[config.mk]
export PLATFORM = sky130hd
export DESIGN_NAME = ufe_find
export DESIGN_NICKNAME = d
export VERILOG_FILES = /design/src/rtl/core/ufe_find.sv
export SDC_FILE = /design/constraint.sdc
export NUM_CORES = 1
export LEC_CHECK = 0
export BUFFER_PORTS_ARGS = -buffer_cell sky130_fd_sc_hd__buf_2
export CAP_MARGIN = 20
export CORE_ASPECT_RATIO = 1.5
export CORE_MARGIN = 10
export CORE_UTILIZATION = 40
export DETAILED_ROUTE_END_ITERATION = 6
export PLACE_DENSITY = 0.78
export SETUP_SLACK_MARGIN = 0.02
export SLEW_MARGIN = 15
export SYNTH_ARGS = -nofsm -noshare
export SYNTH_HDL_FRONTEND = slang
export SYNTH_SLANG_ARGS = --single-unit
[constraint.sdc]
create_clock -name clk -period 4.5 [get_ports clk]
set_input_delay 0.45 -clock clk [delete_from_list [all_inputs] [get_ports clk]]
set_output_delay 0.45 -clock clk [all_outputs]
set_load 0.02 [all_outputs]
[src/rtl/core/ufe_find.sv]
// Root walk with path compression over the parent RAM.
// Depends on nothing but the parent RAM ports that the top level hands in.
module ufe_find #(
    parameter int unsigned NUM_ELEMENTS = 1024,
    parameter int unsigned AW = 10
) (
    input  logic          clk,
    input  logic          rst_n,
    input  logic          start,
    input  logic [AW-1:0] node,
    input  logic [AW-1:0] par_rdata,
    output logic [AW-1:0] par_raddr,
    output logic          par_we,
    output logic [AW-1:0] par_waddr,
    output logic [AW-1:0] par_wdata,
    output logic          done,
    output logic [AW-1:0] root
);

    typedef enum logic [2:0] {
        F_IDLE = 3'b001,
        F_WALK = 3'b010,
        F_COMP = 3'b100
    } fstate_t;

    fstate_t       state_reg, state_next;
    logic [AW-1:0] cur_reg, cur_next;
    logic [AW-1:0] head_reg, head_next;
    logic [AW-1:0] root_reg, root_next;
    logic          par_in_range;

    assign par_in_range = (32'(par_rdata) < NUM_ELEMENTS);
    assign root         = root_reg;

    always_comb
    begin
        state_next = state_reg;
        cur_next   = cur_reg;
        head_next  = head_reg;
        root_next  = root_reg;
        par_raddr  = cur_reg;
        par_we     = 1'b0;
        par_waddr  = cur_reg;
        par_wdata  = root_reg;
        done       = 1'b0;
        unique case (state_reg)
            F_IDLE:
            begin
                par_raddr = node;
                if (start)
                begin
                    cur_next   = node;
                    head_next  = node;
                    state_next = F_WALK;
                end
            end
            F_WALK:
            begin
                // stop at a self-pointing node or an out-of-range parent, then restart from the head
                if (par_rdata == cur_reg || !par_in_range)
                begin
                    root_next  = cur_reg;
                    cur_next   = head_reg;
                    par_raddr  = head_reg;
                    state_next = F_COMP;
                end
                else
                begin
                    cur_next  = par_rdata;
                    par_raddr = par_rdata;
                end
            end
            F_COMP:
            begin
                if (cur_reg == root_reg)
                begin
                    done       = 1'b1;
                    state_next = F_IDLE;
                end
                else
                begin
                    par_we = 1'b1;
                    if (!par_in_range)
                    begin
                        done       = 1'b1;
                        state_next = F_IDLE;
                    end
                    else
                    begin
                        cur_next  = par_rdata;
                        par_raddr = par_rdata;
                    end
                end
            end
            default:
            begin
                state_next = F_IDLE;
            end
        endcase
    end

    always_ff @(posedge clk or negedge rst_n)
    begin
        if (!rst_n)
        begin
            state_reg <= F_IDLE;
        end
        else
        begin
            state_reg <= state_next;
        end
    end

    always_ff @(posedge clk)
    begin
        cur_reg  <= cur_next;
        head_reg <= head_next;
        root_reg <= root_next;
    end

endmodule

==> impl_metrics.tcl <==
set metrics [dict create \
    insertion_delay_ps 290 \
    yosys_warnings 0 \
    power_leakage_nw 0.9272 \
    drt_wl_total_mm 5.014 \
    ctsResizeCount 0 \
    finalCritPeriodShare_pct 68.25 \
    slowest_stage "a31oi_1" \
    synth_compound_area_share_pct 14.59 \
    cts_buffer_depth 2 \
    finalHoldViolCount 0 \
    ys_ff_latch 33 \
    cpMostUsedCell "a31oi_1" \
    status "finished, final reports clean" \
    final_cell_mix "buf_2, edfxtp_1, xor2_1" \
    cts_root_buffer "clkbuf_8" \
    firstDrtPassIters 4 \
    crit_required_ps 4050 \
    slowest_delay_ps 790 \
    cellPowerDensity_nw_per_um2 644.0 \
    drt_iter0_drc 81 \
    setup_viol 0 \
    rsz0062_at_grt "false" \
    core-area_sq_um 4282 \
    cts_tree "built" \
    hp-start "node[6]" \
    io_pins 65 \
    maxCapViolCount 0 \
    post-cts-setup-buffers 0 \
    clock_sinks 33 \
    insertedDiodeCount 0 \
    synthMuxAreaShare_pct 0 \
    syn_nets 189 \
    synth_top_family_by_area "simple AND/OR/NAND/NOR gates" \
    hold_ws_ps 358.5 \
    htreeDepth 2 \
    clkTransAtPathRegs_ps 70 \
    synth-xor-area-share_pct 9.729 \
    gp_congestion 0.8240 \
    cp_top_family "compound AO/OA/AOI/OAI gates" \
    initial_core_util_pct 42.05 \
    hpwl_mm 3.701 \
    final_max_slew_viol_count 0 \
    cp.arrival_ps 2620 \
    final_common_cell "buf_2" \
    die_height_microns 102.2 \
    rows 29 \
    synth_fa_ha_area_share_pct 0 \
    synth_area_per_cell_sq_um 10.85 \
    worstHoldPathType "in2reg" \
    synthToLayoutAreaGrowth_pct 22.79 \
    finalNetCount 247 \
    routed_via_density 5.435 \
    power_mw 1.424 \
    vias 1473 \
    grt_max_degree 23 \
    synth-simple-area-share_pct 14.87 \
    place_ws_ps 1747 \
    cts_buffers 5 \
    crit_chain "xor2_1 -> nor4_2 -> a31oi_1 -> o21ai_0 -> a31oi_1 -> buf_2" \
    grt_pass1_vias 1567 \
    tightest_slew_ps 966.3 \
    drc 0 \
    peakVddDrop_v 0.0002531 \
    post-route-min-period_ps 3071 \
    startpoint_type "register" \
    finalSetupTns_ps 0 \
    finClkSkew_ps 5.798 \
    io_buffer_count 64 \
    grt_use_total_pct 13.37 \
    drtAntennaViolNets 0 \
    slew_headroom_pct 35.28 \
    layout-drive-gt1-share_pct 35.56 \
    routedWlPerCell_microns 18.50 \
    syn_area_sq_um 1800 \
    end_kind "output port" \
    grt_pass1_wl_mm 7.659 \
    fin_ws_ps 1429 \
    synth_cells 166 \
    fmax_ghz 0.3256 \
    antenna_found_initial 0 \
    fillCellCount 420 \
    r2r-start "par_waddr[2]$_DFFE_PP_" \
    die_x_microns 74.78 \
    synth-seq-area-share_pct 54.27 \
    grt_overflow 0 \
    crit_fanout 11 \
    dieArea_sq_um 7640 \
    path_buf_inv 1 \
    cp-startpoint "par_waddr[2]$_DFFE_PP_" \
    critical_path_class "reg2out" \
    yosysUniqueCellTypes 24 \
]
-- where the power goes --
group | internal [mW] | switching, mW | leakage, nW
sequential | 0.434 | 0.0728 | 0.316
clock | 0.181 | 0.113 | 0.0585
combinational | 0.200 | 0.423 | 0.553
total | 0.815 | 0.609 | 0.927
-- layout make-up --
type	count	area, sq um	share of cell area, %
sequential	33	977.2	44.20
inverter	1	3.754	0.1698
multi-input combinational	115	705.7	31.92
timing repair buffer	68	350.3	15.85
clock inverter	1	30.03	1.358
clock buffer	7	86.33	3.905
tap	46	57.56	2.603
-- worst register-to-register path, delay by kind of cell, from the launching register on --
family,cells,cell delay [ps]
AOI/OAI and AO/OA,2,1060
and+or+nand+nor,2,210
DFF,1,490
xor gates and xnor gates,1,310
-- stage by stage --
step | util [%] | instance area (sq um) | cells
4_1_cts | 51.34 | 2198 | 269
6_report | 51.64 | 2211 | 271
5_1_grt | 51.64 | 2211 | 271
2_1_floorplan | - | 1800 | 166
3_3_place_gp | 48.39 | 2072 | 260
3_5_place_dp | 48.39 | 2072 | 260
-- Yosys cell counts --
cell	n	area share, %
a21o_1	1	0.42
nand2b_1	2	0.69
o21ai_1	9	2.5
inv_1	1	0.21
dfstp_2	1	1.5
buf_2	1	0.28
nor3_1	1	0.28
a22oi_1	10	4.2
buf_4	11	4.6
a31oi_1	12	4.2
and4_4	1	0.63
edfxtp_1	30	50
nand3_1	10	2.8
buf_6	1	0.63
xor2_1	20	9.7
clkbuf_1	3	0.63
or2_1	4	1.4
o21ai_0	12	3.3
nor4_2	4	2.8
buf_1	1	0.21
dfrtp_1	2	2.8
nor2_1	16	3.3
and4_1	1	0.49
nand2_1	12	2.5
-- timing repair --
action                                  in CTS  in global routing
hold endpoints to repair                     2                  0
hold buffers                                 1                  0
endpoints found under the setup margin       0                  0
-- kinds of logic after synthesis --
| family | after synthesis |
|---|---|
| AND/OR/NAND/NOR | 51 |
| AO/OA/AOI/OAI | 44 |
| buffers and inverters | 18 |
| flip-flops | 33 |
| XOR/XNOR | 20 |
-- metal layers --
| layer | share of wire, % | GRT usage [%] | routed length [microns] | vias to the layer above |
|---|---|---|---|---|
| li1 | - | - | - | 718 |
| met1 | 37 | 13.01 | 1831 | 695 |
| met2 | 55 | 24.11 | 2735 | 49 |
| met3 | 6.3 | 3.783 | 318 | 11 |
| met4 | 2.6 | 8.041 | 129 | 0 |
| met5 | 0 | 0 | 0 | - |
-- path summary, 6_finish.rpt --
kind	end	slack, ps	cells after the start
max in group asynchronous	state_reg[0]$_DFFE_PN1P_	3810	2
hold reg to reg	par_waddr[7]$_DFFE_PP_	600	2
setup reg to reg	par_waddr[0]$_DFFE_PP_	2300	5
hold / removal	head_reg[6]$_DFFE_PP_	360	1
min in group asynchronous	state_reg[1]$_DFFE_PN0P_	490	2
setup / recovery	par_raddr[0]	1430	6
Power figures use the tool's default switching activity.
