$ cat src/rtl/core/ufe_ram.sv
// Generic simple dual-port RAM: one write port, one registered read port.
// No dependencies.
module ufe_ram #(
    parameter int unsigned WIDTH = 8,
    parameter int unsigned DEPTH = 16,
    localparam int unsigned AW = (DEPTH > 1) ? $clog2(DEPTH) : 1
) (
    input  logic             clk,
    input  logic             we,
    input  logic [AW-1:0]    waddr,
    input  logic [WIDTH-1:0] wdata,
    input  logic [AW-1:0]    raddr,
    output logic [WIDTH-1:0] rdata
);

    logic [WIDTH-1:0] mem [DEPTH];

    always_ff @(posedge clk)
    begin
        if (we)
        begin
            mem[waddr] <= wdata;
        end
        rdata <= mem[raddr];
    end

endmodule

$ cat config.mk
export PLATFORM = sky130hd
export DESIGN_NAME = ufe_ram
export DESIGN_NICKNAME = d
export VERILOG_FILES = /design/src/rtl/core/ufe_ram.sv
export SDC_FILE = /design/constraint.sdc
export NUM_CORES = 1
export LEC_CHECK = 0
export BUFFER_PORTS_ARGS = -buffer_cell sky130_fd_sc_hd__buf_2
export CORE_MARGIN = 4
export CORE_UTILIZATION = 45
export DETAILED_ROUTE_END_ITERATION = 10
export GPL_TIMING_DRIVEN = 0
export MAX_ROUTING_LAYER = met4
export PLACE_DENSITY = 0.58
export SLEW_MARGIN = 30
export SYNTH_ARGS = -nofsm -noshare
export SYNTH_HDL_FRONTEND = slang
export SYNTH_SLANG_ARGS = --single-unit
export TNS_END_PERCENT = 5
$ cat constraint.sdc
create_clock -name clk -period 2.1 [get_ports clk]
set_input_delay 0.21 -clock clk [delete_from_list [all_inputs] [get_ports clk]]
set_output_delay 0.21 -clock clk [all_outputs]
set_load 0.1 [all_outputs]
==> results.txt <==
The run finished with clean final reports. The number of H-tree levels is 4. The non-filler instance count after layout came out at 425. The clock buffer count from CTS came out at 17. The detailed router's first-iteration violation count came out at 152. The area of all placed cells without fillers is 6160 um^2. Registers take 4000 um^2.

The worst setup path is captured at a flip-flop. The average wire per cell in the routed design is 23.4 um. Along the worst path, the maximum fanout reaches 8. The final total power is 6.93 mW.

Clock tree synthesis selected as its root buffer the cell sky130_fd_sc_hd__clkbuf_16. The mean number of vias per cell is 5.59. Headroom to the max-slew limit came out at 0.406.

The cell family contributing the most delay on the critical path is simple AND/OR/NAND/NOR gates. Counting instances, the worst hold path has a depth of 1. The number of warnings issued by yosys is 0. The count of instances resized after the clock tree is built is 0. The largest stage delay on the critical path is 710 ps. The final route contains 2374 vias. The all-layer global routing usage is 0.174. The area share of the largest cell type after synthesis is 0.747.

The number of antenna cells inserted is 0. The via count of the first global-routing pass came out at 2519. The number of register bits inferred by synthesis came out at 136. The number of nets in the synthesized netlist is 247. Once placement finished, the instance area stood at 5460 um^2. The total setup buffers inserted after CTS came out at 0. The maximum number of pins on one net before global-route repair is 17.

The die outline area came out at 13200 um^2. The residual DRC count came out at 0. The share of final-layout standard cells stronger than drive strength 1 came out at 0.309.

The setup-violating endpoint count in the final report came out at 0. The tool flagged a number of max-cap violations equal to 0. The sink count of the clock tree is 136.

The slack of the worst reg-to-reg path is 660 ps. The final weighted congestion in routability-driven placement is 0.734. The area added between synthesis and finish came out at 19.7%. The average instance in the mapped netlist occupies 22.5 um^2. Across the VDD grid, the largest voltage drop is 0.496 mV.

The clock edge transition at the registers on the reported setup and hold paths is 60 ps. For this block, the routed nets add up to 9950 um of wire. The quantity of I/O buffers inserted on ports is 24. The cell count after synthesis came out at 229. The worst register-to-register path has a depth of 3. Once detail routing completed, the nets flagged for antenna violations numbered 0.

The number of enable flip-flop cells after synthesis came out at 128. The number of filler instances in the final layout is 853. The length of the first detailed-routing pass in iterations is 5. Setup repair after global routing left no endpoint under its margin. The number of failing hold endpoints at the final stage is 0. The pin slew with the least headroom to its limit came out at 888 ps. The power density normalized to cell area came out at 1120 nW/um^2. Once placement completed, the tool counted placed cells totaling 393. After clock tree synthesis, the flow added hold-fix buffers numbering 0. The count of distinct cell types in the synthesized netlist is 19. TritonCTS built the clock tree. The width of the chip is 115 um. Counting both buffers and inverters, the worst setup path holds a total of 1. The maximum clock path buffer count is 2. The overall overflow remaining after global route came out at 0.

The required time of the worst setup path came out at 2130 ps. The number of cell rows is 38. On the critical path, the stage with the largest delay is an instance of sky130_fd_sc_hd__nor2_1. The worst hold path belongs to the class input port to flip-flop. The wire length of the first global-routing pass came out at 15500 um. The critical path arrival is 1580 ps. The static power due to leakage is 2.08 nW.

The die extent in y came out at 115 um. The number of top-level pins is 26. Traced cell by cell, the critical path runs through buf_2 -> or3b_2 -> nor2_1.

Sorting the synthesized cells by area gives the leading types as sky130_fd_sc_hd__edfxtp_1, sky130_fd_sc_hd__mux4_2, sky130_fd_sc_hd__mux4_1. The top achievable clock speed is 645 MHz. The detailed placer's ending HPWL came out at 6180 um. STA classifies the critical path startpoint as an input port. After floorplanning, the core was sized to cover 11000 um^2. By startpoint and endpoint, the worst setup path is classified as input port to flip-flop. The clock skew came out at 7.54 ps.

Of the available clock period, the critical path in the final layout requires 0.738. The initial antenna violation count is 0. The starting utilization of the core area is 0.467. sky130_fd_sc_hd__edfxtp_1 takes more of the synthesized area than any other cell. The area of the mapped netlist came out at 5150 um^2. The sequential cell area fraction in the yosys report is 0.778.

For the worst-skew pair, the clock arrives at the later sink with an insertion delay of 410 ps. At the end of the flow, the number of nets in the layout was 290. For the finished layout, the period the worst path requires is 1550 ps. The final number of max-transition violations came out at 0. The commonest register cell after synthesis is sky130_fd_sc_hd__edfxtp_1. The footprint of the multi-input gates is 1080 um^2. The depth of the critical timing path with buffers and inverters included is 3.

The fraction of registers with async set or reset after synthesis is 0.
## Yosys cell counts (2+ instances only)
library cell	number
sky130_fd_sc_hd__nor3_1	4
sky130_fd_sc_hd__buf_2	3
sky130_fd_sc_hd__buf_6	3
sky130_fd_sc_hd__dfxtp_1	8
sky130_fd_sc_hd__nor2_1	13
sky130_fd_sc_hd__nand2b_1	2
sky130_fd_sc_hd__edfxtp_1	128
sky130_fd_sc_hd__a22oi_1	16
sky130_fd_sc_hd__mux4_1	14
sky130_fd_sc_hd__clkdlybuf4s25_2	3
sky130_fd_sc_hd__nand2_1	9
sky130_fd_sc_hd__mux4_2	18
sky130_fd_sc_hd__nand3b_1	2
## report_power, final
part | internal, mW | total (mW) | switching (mW) | leakage (nW)
sequential | 3.04 | 3.05 | 0.0129 | 1.22
combinational | 0.121 | 0.421 | 0.300 | 0.520
clock | 2.40 | 3.46 | 1.06 | 0.337
total | 5.56 | 6.93 | 1.37 | 2.08
## final cells by class
cell class	instances	area share
plain buffers	10	0.0140
clock buffers	19	0.0735
clock inverters	13	0.0402
multi-input cells	83	0.175
flip-flops and latches	136	0.650
well taps	140	0.0284
repair buffers	24	0.0195
## worst register-to-register path: stages (launching register included)
cell and delay (ps):
sky130_fd_sc_hd__edfxtp_1 360, sky130_fd_sc_hd__mux4_1 510, sky130_fd_sc_hd__a22oi_1 350, sky130_fd_sc_hd__nand2_1 90
## final timing paths
check             from   endpoint
max           waddr[2]  mem[2][7]
min reg2reg  mem[3][1]   rdata[1]
min           wdata[6]  mem[7][6]
max reg2reg  mem[1][0]   rdata[0]
## logic make-up (layout without fill, tap and decap cells)
| logic type | count (synthesis) | in the layout | share of synthesized area |
|---|---|---|---|
| compound gates | 16 | 16 | 0.0233 |
| simple gates | 35 | 35 | 0.0318 |
| buf+inv | 10 | 66 | 0.0168 |
| mux | 32 | 32 | 0.150 |
| flops | 136 | 136 | 0.778 |
## metrics by stage
step	setup TNS (ps)	util	worst slack (ps)	hold WS, ps
2_1_floorplan	0	-	397	309
3_3_place_gp	-2080	0.493	-261	617
3_5_place_dp	0	0.495	116	635
4_1_cts	0	0.559	552	195
5_1_grt	0	0.559	499	207
6_report	0	0.559	549	204
## state kept, by name, summed over array words and instances (netlist names)
signal	cells
rdata	8
mem	128
## per-layer routing
metal  routed length [um]  vias to the layer above  part of all wire  track usage
met5                    0                        -                 0            -
met4                  116                        0             0.012       0.0681
met3                  682                       12             0.069       0.0474
met2                 4680                       82              0.47        0.249
met1                 4470                     1219              0.45        0.238
li1                     -                     1061                 -            -
## placed cells by master, fill, tap and decap left out
master and n:
sky130_fd_sc_hd__clkinv_4 1, sky130_fd_sc_hd__buf_4 1, sky130_fd_sc_hd__nand2b_1 2, sky130_fd_sc_hd__nor2_1 13
sky130_fd_sc_hd__edfxtp_1 128, sky130_fd_sc_hd__clkinvlp_4 2, sky130_fd_sc_hd__a22oi_1 16, sky130_fd_sc_hd__mux4_1 14
sky130_fd_sc_hd__clkbuf_16 17, sky130_fd_sc_hd__mux4_2 18, sky130_fd_sc_hd__nor2b_1 1, sky130_fd_sc_hd__and2b_1 1
sky130_fd_sc_hd__clkinv_2 2, sky130_fd_sc_hd__clkbuf_8 2, sky130_fd_sc_hd__buf_6 3, sky130_fd_sc_hd__nand2_1 9
sky130_fd_sc_hd__clkinv_1 1, sky130_fd_sc_hd__nand3b_1 2, sky130_fd_sc_hd__or3b_2 1, sky130_fd_sc_hd__bufinv_16 7
sky130_fd_sc_hd__nand3_1 1, sky130_fd_sc_hd__and2_1 1, sky130_fd_sc_hd__buf_2 27, sky130_fd_sc_hd__dfxtp_1 8
sky130_fd_sc_hd__nor3_2 4, sky130_fd_sc_hd__clkdlybuf4s25_2 3
No activity file was read; power rests on OpenSTA's default activity.
